--- config.mk ---
export PLATFORM = sky130hd
export DESIGN_NAME = delimiter_segment_splitter_top
export DESIGN_NICKNAME = d
export VERILOG_FILES = /design/src/hw/rtl/dss_pkg.sv /design/src/hw/rtl/delimiter_segment_splitter_top.sv
export SDC_FILE = /design/constraint.sdc
export NUM_CORES = 1
export LEC_CHECK = 0
export ABC_AREA = 1
export BUFFER_PORTS_ARGS = -buffer_cell sky130_fd_sc_hd__buf_2
export CAP_MARGIN = 30
export CORE_ASPECT_RATIO = 0.6
export CORE_MARGIN = 2
export CORE_UTILIZATION = 65
export DETAILED_ROUTE_END_ITERATION = 16
export PLACE_DENSITY = 0.85
export SETUP_SLACK_MARGIN = 0.02
export SLEW_MARGIN = 15
export SYNTH_ARGS = -nofsm -noshare
export SYNTH_HDL_FRONTEND = slang
export SYNTH_SLANG_ARGS = --single-unit
--- constraint.sdc ---
create_clock -name clock -period 13.81 [get_ports clock]
set_input_delay 1.381 -clock clock [delete_from_list [all_inputs] [get_ports clock]]
set_output_delay 1.381 -clock clock [all_outputs]
set_load 0.005 [all_outputs]
--- src/hw/rtl/dss_pkg.sv ---
// ----------------------------------------------------------------------------
// dss_pkg
// Shared types and constants for the delimiter segment splitter.
// ----------------------------------------------------------------------------
`default_nettype none

package dss_pkg;

   // default sizing
   localparam int              DEF_MAX_DELIM  = 4;
   localparam longint unsigned DEF_MAX_BUFFER = 64'd65536;

   // delimiter register holds this many bytes; bytes above it read as zero
   localparam int DELIM_REG_BYTES = 4;

   localparam int DATA_W   = 8;
   localparam int OFFSET_W = 16;
   localparam int LENGTH_W = 17;
   localparam int DLEN_W   = 3;
   localparam int CSR_W    = 32;

   // register indexes of the configuration port
   typedef enum logic [0:0] {
      CSR_DELIM_BYTES = 1'b0,
      CSR_DELIM_LEN   = 1'b1
   } csr_index_type;

   localparam logic [CSR_W-1:0]  DELIM_BYTES_RST = 32'h0000_0A0D;
   localparam logic [DLEN_W-1:0] DELIM_LEN_RST   = 3'd2;

   // one result request
   typedef struct packed {
      logic [OFFSET_W-1:0] segment_offset;
      logic [LENGTH_W-1:0] segment_length;
      logic                final_segment;
   } result_type;

endpackage

`default_nettype wire

--- src/hw/rtl/delimiter_segment_splitter_top.sv ---
// ----------------------------------------------------------------------------
// delimiter_segment_splitter_top
// Splits a byte stream at occurrences of a configurable 1..N byte delimiter.
// ----------------------------------------------------------------------------
// Usage:
//  - req_*: one buffer byte per request, req_last_byte on the final byte.
//  - rsp_*: one request per segment: offset, length (delimiter included) and
//    final_segment on the last segment of the buffer.
//  - csr_*: register writes (delim_bytes, delim_len); csr_ready is always
//    high. Write only while the block is idle.
//  - Throughput: one byte per cycle while req_stall is low, set by the
//    combinational window compare between handshake and result register.
//  - Output: the result of the byte that ends a segment is registered
//    into the output register, or the skid register if rsp_* stalls.
//  - Stall: a result held by rsp_stall stays in the output register; one more
//    result fits in a skid register, after which req_stall goes high until
//    the output drains. Bytes that produce no result flow until the skid fills.
//  - Reset: delimiter returns to CR LF (length 2), byte window, position and
//    segment start clear, both output registers empty.
//  - Bytes past MAX_BUFFER are dropped; a last flag on them still closes the
//    buffer.
// ----------------------------------------------------------------------------
`default_nettype none

module delimiter_segment_splitter_top #(
   parameter int              MAX_DELIM  = dss_pkg::DEF_MAX_DELIM,
   parameter longint unsigned MAX_BUFFER = dss_pkg::DEF_MAX_BUFFER
) (
   input  wire logic                          clock,
   input  wire logic                          reset,
   // byte requests
   input  wire logic                          req_valid,
   output      logic                          req_stall,
   input  wire logic [dss_pkg::DATA_W-1:0]    req_data_byte,
   input  wire logic                          req_last_byte,
   // segment results
   output      logic                          rsp_valid,
   input  wire logic                          rsp_stall,
   output      logic [dss_pkg::OFFSET_W-1:0]  rsp_segment_offset,
   output      logic [dss_pkg::LENGTH_W-1:0]  rsp_segment_length,
   output      logic                          rsp_final_segment,
   // configuration
   input  wire logic                          csr_valid,
   output      logic                          csr_ready,
   input  wire logic [0:0]                    csr_index,
   input  wire logic [dss_pkg::CSR_W-1:0]     csr_wdata
);

   localparam int POS_W  = $clog2(MAX_BUFFER + 64'd1);
   localparam int LEN_W  = $clog2(MAX_DELIM + 1);
   localparam int DIDX_W = (MAX_DELIM > 1) ? $clog2(MAX_DELIM) : 1;
   localparam int WIN_D  = (MAX_DELIM > 1) ? MAX_DELIM - 1 : 1;
   localparam logic [POS_W-1:0] BUF_LIMIT = POS_W'(MAX_BUFFER);

   // ---------------------------------------------------------------- config
   logic [dss_pkg::CSR_W-1:0]  delim_bytes_ff;
   logic [dss_pkg::DLEN_W-1:0] delim_len_ff;

   assign csr_ready = 1'b1;

   always_ff @(posedge clock) begin
      if (reset) begin
         delim_bytes_ff <= dss_pkg::DELIM_BYTES_RST;
         delim_len_ff   <= dss_pkg::DELIM_LEN_RST;
      end else if (csr_valid && csr_ready) begin
         unique case (dss_pkg::csr_index_type'(csr_index))
            dss_pkg::CSR_DELIM_BYTES: delim_bytes_ff <= csr_wdata;
            dss_pkg::CSR_DELIM_LEN:   delim_len_ff   <= csr_wdata[dss_pkg::DLEN_W-1:0];
            default: ;
         endcase
      end
   end

   // active delimiter length, clamped to 1..MAX_DELIM
   logic [LEN_W-1:0] alen;
   always_comb begin
      if (delim_len_ff == '0) begin
         alen = LEN_W'(1);
      end else if (int'(delim_len_ff) > MAX_DELIM) begin
         alen = LEN_W'(MAX_DELIM);
      end else begin
         alen = LEN_W'(delim_len_ff);
      end
   end

   // delimiter bytes as an array; unused upper bytes are zero
   logic [dss_pkg::DATA_W-1:0] delim_b [MAX_DELIM];
   always_comb begin
      for (int k = 0; k < MAX_DELIM; k++) begin
         if (k < dss_pkg::DELIM_REG_BYTES) begin
            delim_b[k] = delim_bytes_ff[8*k +: 8];
         end else begin
            delim_b[k] = '0;
         end
      end
   end

   // ---------------------------------------------------------------- state
   logic [dss_pkg::DATA_W-1:0] window_ff [WIN_D];   // most recent first
   logic [dss_pkg::DATA_W-1:0] window_in [WIN_D];
   logic [POS_W-1:0]           pos_ff, pos_in;
   logic [POS_W-1:0]           seg_ff, seg_in;

   logic                       accept;
   logic                       active;      // below the buffer limit
   logic                       in_reach;    // whole delimiter after seg start
   logic                       match;
   logic [POS_W-1:0]           pos_step;    // position after this byte
   logic                       has_result;
   dss_pkg::result_type        result;

   logic                       skid_valid_ff;

   assign req_stall = skid_valid_ff;
   assign accept    = req_valid && !req_stall;
   assign active    = (pos_ff < BUF_LIMIT);
   assign pos_step  = active ? pos_ff + POS_W'(1) : pos_ff;

   assign in_reach = ((POS_W+1)'(pos_ff) + (POS_W+1)'(1))
                     >= ((POS_W+1)'(seg_ff) + (POS_W+1)'(alen));

   // delimiter compare: newest byte against the delimiter's last byte,
   // window entry j-1 against delimiter byte alen-1-j
   always_comb begin
      logic [DIDX_W-1:0] sel;
      match = in_reach;
      for (int j = 0; j < MAX_DELIM; j++) begin
         sel = DIDX_W'(int'(alen) - 1 - j);
         if (j < int'(alen)) begin
            if (j == 0) begin
               if (req_data_byte != delim_b[sel]) match = 1'b0;
            end else begin
               if (window_ff[(j > 0) ? j - 1 : 0] != delim_b[sel]) match = 1'b0;
            end
         end
      end
   end

   // next state
   always_comb begin
      window_in = window_ff;
      pos_in    = pos_ff;
      seg_in    = seg_ff;
      if (accept) begin
         if (active) begin
            for (int k = WIN_D - 1; k > 0; k--) begin
               window_in[k] = window_ff[k-1];
            end
            window_in[0] = req_data_byte;
            pos_in       = pos_step;
            if (match) seg_in = pos_step;
         end
         if (req_last_byte) begin
            for (int k = 0; k < WIN_D; k++) window_in[k] = '0;
            pos_in = '0;
            seg_in = '0;
         end
      end
   end

   always_ff @(posedge clock) begin
      if (reset) begin
         for (int k = 0; k < WIN_D; k++) window_ff[k] <= '0;
         pos_ff <= '0;
         seg_ff <= '0;
      end else begin
         window_ff <= window_in;
         pos_ff    <= pos_in;
         seg_ff    <= seg_in;
      end
   end

   // result: a completed match, or the trailing segment on the last byte
   assign has_result = accept && ((active && match) || req_last_byte);
   always_comb begin
      result.segment_offset = dss_pkg::OFFSET_W'(seg_ff);
      result.segment_length = dss_pkg::LENGTH_W'(pos_step - seg_ff);
      result.final_segment  = req_last_byte;
   end

   // ---------------------------------------------------------------- output
   logic                rsp_valid_ff, rsp_valid_in;
   logic                skid_valid_in;
   dss_pkg::result_type rsp_ff, rsp_in;
   dss_pkg::result_type skid_ff, skid_in;
   logic                out_free;

   assign out_free = !rsp_valid_ff || !rsp_stall;

   always_comb begin
      rsp_valid_in  = rsp_valid_ff;
      rsp_in        = rsp_ff;
      skid_valid_in = skid_valid_ff;
      skid_in       = skid_ff;
      if (out_free) begin
         if (skid_valid_ff) begin
            rsp_valid_in  = 1'b1;
            rsp_in        = skid_ff;
            skid_valid_in = 1'b0;
         end else begin
            rsp_valid_in = has_result;
            if (has_result) rsp_in = result;
         end
      end else if (has_result) begin
         skid_valid_in = 1'b1;
         skid_in       = result;
      end
   end

   always_ff @(posedge clock) begin
      if (reset) begin
         rsp_valid_ff  <= 1'b0;
         skid_valid_ff <= 1'b0;
      end else begin
         rsp_valid_ff  <= rsp_valid_in;
         skid_valid_ff <= skid_valid_in;
      end
   end

   always_ff @(posedge clock) begin
      rsp_ff  <= rsp_in;
      skid_ff <= skid_in;
   end

   assign rsp_valid          = rsp_valid_ff;
   assign rsp_segment_offset = rsp_ff.segment_offset;
   assign rsp_segment_length = rsp_ff.segment_length;
   assign rsp_final_segment  = rsp_ff.final_segment;

   // ---------------------------------------------------------------- checks
   a_skid_behind_out: assert property (@(posedge clock) disable iff (reset)
      skid_valid_ff |-> rsp_valid_ff)
      else $error("skid holds a result while output register is empty");

   a_seg_le_pos: assert property (@(posedge clock) disable iff (reset)
      seg_ff <= pos_ff)
      else $error("segment start ahead of position");

   a_last_clears: assert property (@(posedge clock) disable iff (reset)
      accept && req_last_byte |=> (pos_ff == '0) && (seg_ff == '0))
      else $error("buffer state not cleared after last byte");

   a_pos_bounded: assert property (@(posedge clock) disable iff (reset)
      pos_ff <= BUF_LIMIT)
      else $error("position past buffer limit");

endmodule

`default_nettype wire
==> results by group, run 1 <==
Global route
  • Vias in the first global route: 8006
  • GRT Residual Overflow: 0
  • Largest net degree at the start of global routing: 55
  • Initial antenna violation count: 0
  • First-pass GRT wire length: 42450 um
  • Gr usage total: 0.3485

Placement
  • Worst slack, placed: 7.982 ns
  • DP Cell Count: 1528
  • Cell Area, Placed: 10010 sq um
  • Placer Congestion: 0.9703
  • I/O Buffers: 82
  • Hpwl dp: 19110 um

Power and ir drop
  • Pwr/cell area: 121.3 nW/um^2
  • Power, Total: 1.289 mW
  • Leak pwr: 4.754 nW
  • Max IR drop VDD: 0.00008267 V

Clock tree
  • Worst-Skew Late Latency: 0.44 ns
  • Post-CTS setup buffer count: 0
  • TritonCTS clock tree: done
  • Total CTS buffers: 17
  • Clock Sinks: 163
  • Post-CTS sizing: 0
  • # hold bufs at CTS: 0
  • Clock slew seen by the registers of the worst setup and hold paths: 0.07 ns
  • H-tree Lvls: 4
  • Clock Path Buffers: 2
  • Clk root buf: clkbuf_16

Final layout
  • Fill cell count: 1139
  • Layout Cells excl Fill: 1561
  • Ratio of cells with drive above 1 in the final layout: 0.1042
  • Final instance area: 10630 sq um
  • Final Util: 0.7394
  • Diode count: 0
  • Area Growth Syn to Fin: 12.17%
  • Final #Nets: 1438

Worst setup path
  • Most used cell, CP: nor2_1
  • Worst setup SP type: flip-flop
  • Worst path top cell family by delay: simple AND/OR/NAND/NOR gates
  • CP max FO: 37
  • Worst Path Required: 13.90 ns
  • Worst endpoint data arrival time: 6.09 ns
  • Crit Path Class: flip-flop to flip-flop
  • Slowest CP cell: nor2_2
  • Worst stage delay on the critical path: 0.43 ns
  • CP Buf/Inv Count: 2
  • Setup crit end kind: flip-flop

Route
  • 1st-iter DRT viols: 1302
  • DRT Pass-1 Iters: 7
  • Residual DRC count: 0
  • Vias per cell: 5.751
  • Via count: 8977
  • Post-DRT Antenna Nets: 0
  • Routed wire per std cell: 17.19 um
  • Final WL: 26830 um

Synthesis
  • Synth cell types: 37
  • Mux contribution to synthesized area: 0
  • Sequential area share after synthesis: 0.4161
  • Synthesized instance count: 1295
  • Post-synthesis simple-gate area fraction: 0.2931
  • Most frequent cell after synthesis: nand2_1
  • Synth Area in Adders: 0.05571
  • Syn nets: 1383
  • Share of the synthesized area in the top cell type: 0.2154
  • Yosys warning count: 0
  • Synth Register Bits: 163
  • XOR/XNOR Fraction of Synth Area: 0.03974
  • Post-synthesis compound-gate area fraction: 0.1133
  • Most area-consuming cells after synthesis: edfxtp_1 (22%), dfxtp_1 (20%), nand2_1 (16%)
  • Largest family of logic cells by synthesized area: simple AND/OR/NAND/NOR gates
  • Cell Area, Synth: 9478 sq um
  • Synth cell count leaders: nand2_1 (414), nand3_1 (144), inv_1 (121)
  • Synth area leader: edfxtp_1
  • Asr flop ratio synth: 0
  • Post-synth EDFFs: 68
  • Top FF cell, synth: dfxtp_1
  • Post-synthesis area per instance: 7.319 sq um

STA
  • Final TNS setup: 0 ns
  • Final worst slack: 7.819 ns
  • Final setup violation count: 0
  • Hold WS: 0.4657 ns
  • RSZ-0062 raised after global routing: false
  • Max-slew violations: 0
  • Slew HR: 0.3598
  • Hold Violations, Final: 0
  • Period minus WS final: 5.991 ns
  • Skew final: 0.01451 ns
  • Max Freq: 166.9 MHz
  • Final period util: 0.4338
  • Slew @ Worst Pin: 0.9503 ns

Floorplan
  • Die Ht: 97.54 um
  • Die area: 15590 sq um
  • Starting Density: 0.6592
  • Num rows: 34
  • IO Count: 84
  • Area of the core: 14380 sq um
  • Die Width: 159.9 um

Job
  • Max-cap viol count: 0

Outcome
  • Status: complete, no violations

Hold path
  • Hold crit path type: flip-flop to flip-flop
==> sequential cells by signal (all words and copies together) (netlist names) <==
register	flops
skid_ff	34
delim_bytes_ff	32
window_ff	24
pos_ff	17
rsp_segment_length	17
seg_ff	17
rsp_segment_offset	16
delim_len_ff	3
req_stall	1
rsp_final_segment	1
rsp_valid	1
==> kinds of logic after synthesis <==
family | Yosys count
and+or+nand+nor | 656
adders and majority gates | 41
DFF | 163
AOI/OAI and AO/OA | 202
buffers and inverters | 189
xor gates and xnor gates | 43
other | 1
==> power breakdown <==
group | total (mW) | internal (mW) | switching [mW] | leakage, nW
Sequential | 0.547 | 0.532 | 0.0146 | 1.40
Combinational | 0.260 | 0.0845 | 0.176 | 3.07
Clock | 0.482 | 0.246 | 0.236 | 0.293
Total | 1.29 | 0.863 | 0.427 | 4.75
==> layout by cell type, fill, tap and decap left out, types with 39 or more instances in the layout <==
| master | n |
|---|---|
| nor2_1 | 55 |
| nand3_1 | 144 |
| ha_1 | 39 |
| edfxtp_1 | 68 |
| xor2_1 | 40 |
| a21oi_1 | 108 |
| dfxtp_1 | 95 |
| inv_1 | 121 |
| buf_2 | 82 |
| o21ai_0 | 68 |
| nand2_1 | 414 |
==> routing by layer <==
layer / global-route usage / wire length [um] / up-vias / part of all wire
li1: - / - / 4365 / -
met1: 0.5444 / 12160 / 4003 / 0.45
met2: 0.4655 / 10250 / 569 / 0.38
met3: 0.1199 / 4144 / 40 / 0.15
met4: 0.05752 / 269 / 0 / 0.010
met5: 0 / 0 / - / 0
==> area by class of cell <==
cell class | instances | area (sq um) | area share
repair buffers | 95 | 555.5 | 0.05225
multi-input cells | 943 | 4788 | 0.4504
well taps | 198 | 247.7 | 0.02330
clock buffers | 17 | 425.4 | 0.04001
inverters | 130 | 488.0 | 0.04590
clock inverters | 15 | 182.7 | 0.01718
flip-flops and latches | 163 | 3944 | 0.3710
==> worst reg2reg max path: cells and delay by family, from the launching register on <==
family / cells / cell delay, ns
AOI/OAI and AO/OA: 2 / 0.23
xor gates and xnor gates: 1 / 0.16
adders and majority gates: 3 / 0.77
buffers and inverters: 2 / 0.59
DFF: 1 / 0.39
and+or+nand+nor: 19 / 3.52
==> final timing paths <==
check        cells past startpoint             from  slack (ns)          end
max                             27  delim_len_ff[2]        7.82  skid_ff[32]
min                              0       seg_ff[12]        0.47  skid_ff[30]
min reg2reg                      0       seg_ff[12]        0.47  skid_ff[30]
max reg2reg                     27  delim_len_ff[2]        7.82  skid_ff[32]
No activity file was read; power rests on OpenSTA's default activity.
==> run 2, diff against run 1 <==
- CORE_UTILIZATION: 65 -> 60
- PLACE_DENSITY: 0.85 -> 0.79
- clock period: 13.81 -> 5.8 ns (I/O delays scaled with it)
==> run 2 against run 1 <==
  * Combinational power increased by 140%
  * Critical path depth unchanged
  * First-iteration DRC count decreased by 21%
  * Clock skew increased by 0.0029 ns
  * Highest routed layer unchanged
==> results by group, run 2 (synthesis results as in run 1) <==
STA
  • Hold Violations, Final: 0
  • Final setup violation count: 0
  • Slew @ Worst Pin: 0.9265 ns
  • Slew HR: 0.3814
  • Max-slew violations: 0
  • Final period util: 0.8938
  • Final TNS setup: 0 ns
  • Final worst slack: 0.6159 ns
  • RSZ-0062 raised after global routing: false
  • Max Freq: 192.9 MHz
  • Period minus WS final: 5.184 ns
  • Skew final: 0.01742 ns

Floorplan
  • Num rows: 35
  • Starting Density: 0.6149
  • IO Count: 84
  • Die Ht: 101.4 um
  • Die Width: 166.3 um
  • Area of the core: 15410 sq um
  • Die area: 16850 sq um

Clock tree
  • Clock Sinks: 163
  • Clk root buf: clkbuf_16
  • Total CTS buffers: 17
  • Post-CTS setup buffer count: 0
  • # hold bufs at CTS: 0
  • H-tree Lvls: 4
  • Worst-Skew Late Latency: 0.44 ns
  • Post-CTS sizing: 0
  • Clock Path Buffers: 2
  • TritonCTS clock tree: done
  • Clock slew seen by the registers of the worst setup and hold paths: 0.08 ns

Final layout
  • Area Growth Syn to Fin: 12.41%
  • Ratio of cells with drive above 1 in the final layout: 0.1067
  • Max FFs per register: 34
  • Final #Nets: 1443
  • Diode count: 0
  • Biggest regs: skid_ff x34, delim_bytes_ff x32, window_ff x24
  • Register name with the most flops: skid_ff
  • Commonest non-fill, non-tap cell in the layout: nand2_1
  • Most frequent cells in the layout: nand2_1 (414), nand3_1 (144), inv_1 (121)

Worst setup path
  • CP max FO: 32
  • Worst Path Required: 5.88 ns
  • Setup crit end kind: flip-flop
  • Worst setup SP type: flip-flop
  • Worst endpoint data arrival time: 5.26 ns
  • Crit Path Class: flip-flop to flip-flop
  • Length in cells of the worst reg-to-reg path: 27

Global route
  • First-pass GRT wire length: 42480 um
  • GRT Residual Overflow: 0
  • Initial antenna violation count: 0
  • Gr usage total: 0.3240
  • Vias in the first global route: 8046
  • Largest net degree at the start of global routing: 55

Route
  • Routed wire per std cell: 17.12 um
  • Via count: 9023
  • Post-DRT Antenna Nets: 0
  • Residual DRC count: 0
  • 1st-iter DRT viols: 1034
  • DRT Pass-1 Iters: 6
  • Final WL: 26900 um
  • Vias per cell: 5.743

Power and ir drop
  • Pwr/cell area: 288.1 nW/um^2
  • Leak pwr: 4.770 nW
  • Max IR drop VDD: 0.0001922 V
  • Power, Total: 3.070 mW

Placement
  • I/O Buffers: 82
  • Hpwl dp: 18820 um
  • Worst slack, placed: 0.7604 ns
  • Placer Congestion: 0.9089

Job
  • Max-cap viol count: 0

Hold path
  • Worst hold path depth: 3
  • Hold crit path type: input port to flip-flop

Outcome
  • Status: complete, no violations
-- run 2: cell types whose count changed in the layout (fill, tap and decap cells not counted), sizes merged --
| cell | before | now |
|---|---|---|
| buf | 95 | 100 |
| clkbuf | 17 | 21 |
| clkinv | 11 | 5 |
| inv | 133 | 135 |
-- run 2: layout make-up --
type	instances	area, sq um
timing repair buffer	100	581.8
fill	1272	4761
clock buffer	21	483.0
clock inverter	11	110.1
tap	203	254.0
inverter	130	488.0
sequential	163	3944
multi-input combinational	943	4793
-- run 2: report_power, final --
group	internal [mW]	total, mW	switching, mW
clock network	0.620	1.14	0.520
logic	0.202	0.627	0.425
registers	1.27	1.30	0.0344
total	2.09	3.07	0.979
-- run 2: layer usage --
| layer | share of wire | wire, um | global-route usage |
|---|---|---|---|
| met1 | 0.47 | 12530 | 0.4843 |
| met2 | 0.39 | 10510 | 0.4478 |
| met3 | 0.13 | 3612 | 0.1149 |
| met4 | 0.0091 | 244 | 0.07361 |
| met5 | 0 | 0 | 0 |
-- run 2: final timing paths --
path	startpoint	end	slack [ns]
worst max register to register	delim_len_ff[2]	rsp_segment_length[10]	0.62
worst min register to register	seg_ff[12]	skid_ff[30]	0.47
worst max-delay path	delim_len_ff[2]	rsp_segment_length[10]	0.62
worst min-delay path	csr_wdata[9]	delim_bytes_ff[9]	0.36
-- run 2: metrics by stage --
stage          hold WS (ns)  utilization  area [sq um]  cells
2_1_floorplan        0.4309            -          9482   1295
3_3_place_gp         0.4372       0.6497         10010   1536
3_5_place_dp         0.4412       0.6497         10010   1536
4_1_cts              0.3496       0.6881         10610   1568
5_1_grt              0.3573       0.6912         10650   1571
6_report             0.3555       0.6912         10650   1571
-- run 2: worst max-delay path, cell delays in order (launching register included) --
cell	delay [ns]
dfxtp_1	0.37
inv_2	0.15
nand2_4	0.15
nand2_4	0.11
ha_1	0.19
fa_1	0.22
a21oi_1	0.09
nor2_1	0.10
nand2_1	0.08
nor2_1	0.18
nand3_1	0.15
nor3_1	0.29
nand3_1	0.19
nor2_1	0.20
nand3_1	0.11
xor2_1	0.16
ha_1	0.28
nand2_1	0.10
nor4_1	0.37
o211ai_1	0.14
nand3_1	0.10
nor2_1	0.04
nor2_1	0.11
nand2_1	0.09
nand2_4	0.07
nand2_2	0.13
a21oi_4	0.21
buf_4	0.41
==> run 3, diff against run 2 <==
- CORE_ASPECT_RATIO: 0.6 -> 1.5
- GPL_ROUTABILITY_DRIVEN: not set -> 0
==> run 3 against run 2 <==
  * Routed wire length decreased by 14%
  * Sequential share of layout area increased by 0.22 points
  * Setup slack improved by 0.11 ns
  * Global-route usage decreased by 3.9 points
  * Critical path type unchanged
  * Largest power group unchanged
==> results by group, run 3 (synthesis results as in run 1) <==
Worst setup path
  • Worst endpoint data arrival time: 5.19 ns
  • CP endpoint: rsp_final_segment
  • CP max FO: 34
  • Critical path origin: delim_len_ff[2]
  • Worst Path Required: 5.92 ns
  • Setup crit end kind: flip-flop
  • Crit Path Class: flip-flop to flip-flop
  • R2r startpoint: delim_len_ff[2]
  • FF-to-FF End: rsp_final_segment
  • Length in cells of the worst reg-to-reg path: 27
  • Reg2Reg Setup Slack: 0.73 ns
  • Worst setup SP type: flip-flop

Final layout
  • Area Growth Syn to Fin: 11.75%
  • Final Util: 0.6809
  • Max FFs per register: 34
  • Most frequent cells in the layout: nand2_1 (414), nand3_1 (144), inv_1 (121)
  • Diode count: 0
  • Ratio of cells with drive above 1 in the final layout: 0.1012
  • Fill cell count: 1391
  • Final #Nets: 1439
  • Register name with the most flops: skid_ff
  • Commonest non-fill, non-tap cell in the layout: nand2_1
  • Biggest regs: skid_ff x34, delim_bytes_ff x32, window_ff x24

Job
  • Max-cap viol count: 0

Clock tree
  • Post-CTS setup buffer count: 0
  • Clk root buf: clkbuf_16
  • Total CTS buffers: 17
  • TritonCTS clock tree: done
  • Post-CTS sizing: 0
  • Clock Path Buffers: 2
  • Worst-Skew Late Latency: 0.42 ns
  • Clock slew seen by the registers of the worst setup and hold paths: 0.07 ns
  • # hold bufs at CTS: 0
  • H-tree Lvls: 4
  • Clock Sinks: 163

Global route
  • Gr usage total: 0.2853
  • Initial antenna violation count: 0
  • GRT Residual Overflow: 0
  • First-pass GRT wire length: 38210 um
  • Vias in the first global route: 8193
  • Largest net degree at the start of global routing: 70

Floorplan
  • Die area: 16840 sq um
  • IO Count: 84
  • Starting Density: 0.6093
  • Num rows: 56
  • Die Width: 106.6 um
  • Area of the core: 15550 sq um
  • Die Ht: 157.9 um

Outcome
  • Status: complete, no violations

Power and ir drop
  • Power, Total: 2.970 mW
  • Max IR drop VDD: 0.0001749 V
  • Pwr/cell area: 280.4 nW/um^2
  • Leak pwr: 4.726 nW

Route
  • Via count: 8645
  • Vias per cell: 5.517
  • Residual DRC count: 0
  • 1st-iter DRT viols: 405
  • DRT Pass-1 Iters: 6
  • Routed wire per std cell: 14.81 um
  • Final WL: 23220 um
  • Post-DRT Antenna Nets: 0

Hold path
  • Hold crit path type: input port to flip-flop

STA
  • Final period util: 0.8743
  • Hold WS: 0.3701 ns
  • RSZ-0062 raised after global routing: false
  • Max Freq: 197.2 MHz
  • Skew final: 0.01136 ns
  • Final TNS setup: 0 ns
  • Hold Violations, Final: 0
  • Max-slew violations: 0
  • Final setup violation count: 0
  • Slew @ Worst Pin: 0.8473 ns
  • Slew HR: 0.4352
  • Period minus WS final: 5.071 ns

Placement
  • I/O Buffers: 82
  • Hpwl dp: 17020 um
-- run 3: cell types whose count changed in the layout (fill, tap and decap cells not counted), moves of 2 or more --
cell / previous run / this run
clkinv_4: 1 / 3
buf_4: 15 / 11
clkbuf_16: 19 / 17
inv_8: 4 / 2
clkinv_1: 3 / 7
-- run 3: worst max-delay path, cell delays in order, from the launching register on --
cell	delay (ns)
dfxtp_1	0.38
inv_2	0.15
nand2_4	0.13
nand2_4	0.10
ha_1	0.18
fa_1	0.22
a21oi_1	0.10
nor2_1	0.10
nand2_1	0.08
nor2_1	0.17
nand3_1	0.15
nor3_1	0.30
nand3_1	0.17
nor2_1	0.20
nand3_1	0.11
xor2_1	0.16
ha_1	0.27
nand2_1	0.09
nor4_1	0.45
o211ai_1	0.16
nand3_1	0.12
nor2_1	0.05
nor2_1	0.17
nand2_1	0.11
nand2_4	0.08
nand2_2	0.12
a21oi_4	0.21
buf_12	0.22
-- run 3: metal layers --
| layer | track usage | part of all wire | vias to the layer above |
|---|---|---|---|
| met2 | 0.5311 | 0.53 | 273 |
| met1 | 0.3109 | 0.39 | 3947 |
| met5 | 0 | 0 | - |
| li1 | - | - | 4363 |
| met4 | 0.1534 | 0.045 | 0 |
| met3 | 0.03746 | 0.042 | 62 |
-- run 3: how the worst min path moves through the flow --
stage / start / cells after the start / end
floorplan: seg_ff[12] / 0 / skid_ff[30]
global placement: seg_ff[12] / 0 / skid_ff[30]
detailed placement: seg_ff[12] / 0 / skid_ff[30]
CTS: csr_wdata[11] / 3 / delim_bytes_ff[11]
global route: csr_wdata[11] / 3 / delim_bytes_ff[11]
finish: csr_wdata[11] / 3 / delim_bytes_ff[11]
-- run 3: metrics by stage --
stage / instances / setup WS, ns / cell area, sq um
2_1_floorplan: 1295 / 0.2052 / 9482
3_3_place_gp: 1534 / 0.9644 / 10000
3_5_place_dp: 1535 / 0.8257 / 10030
4_1_cts: 1567 / 0.7930 / 10590
5_1_grt: 1567 / 0.3591 / 10590
6_report: 1567 / 0.7290 / 10590
-- run 3: final cells by class --
class	instances	area [sq um]	share of cell area
multi-input cells	943	4785	0.4517
flip-flops and latches	163	3944	0.3724
repair buffers	96	560.5	0.05292
inverters	130	488.0	0.04607
clock buffers	18	429.2	0.04052
well taps	203	254.0	0.02398
clock inverters	14	131.4	0.01240
-- run 3: power by group --
part	internal (mW)	total [mW]	switching, mW	leakage [nW]
logic	0.200	0.584	0.384	3.06
registers	1.27	1.30	0.0321	1.40
clock network	0.598	1.09	0.487	0.268
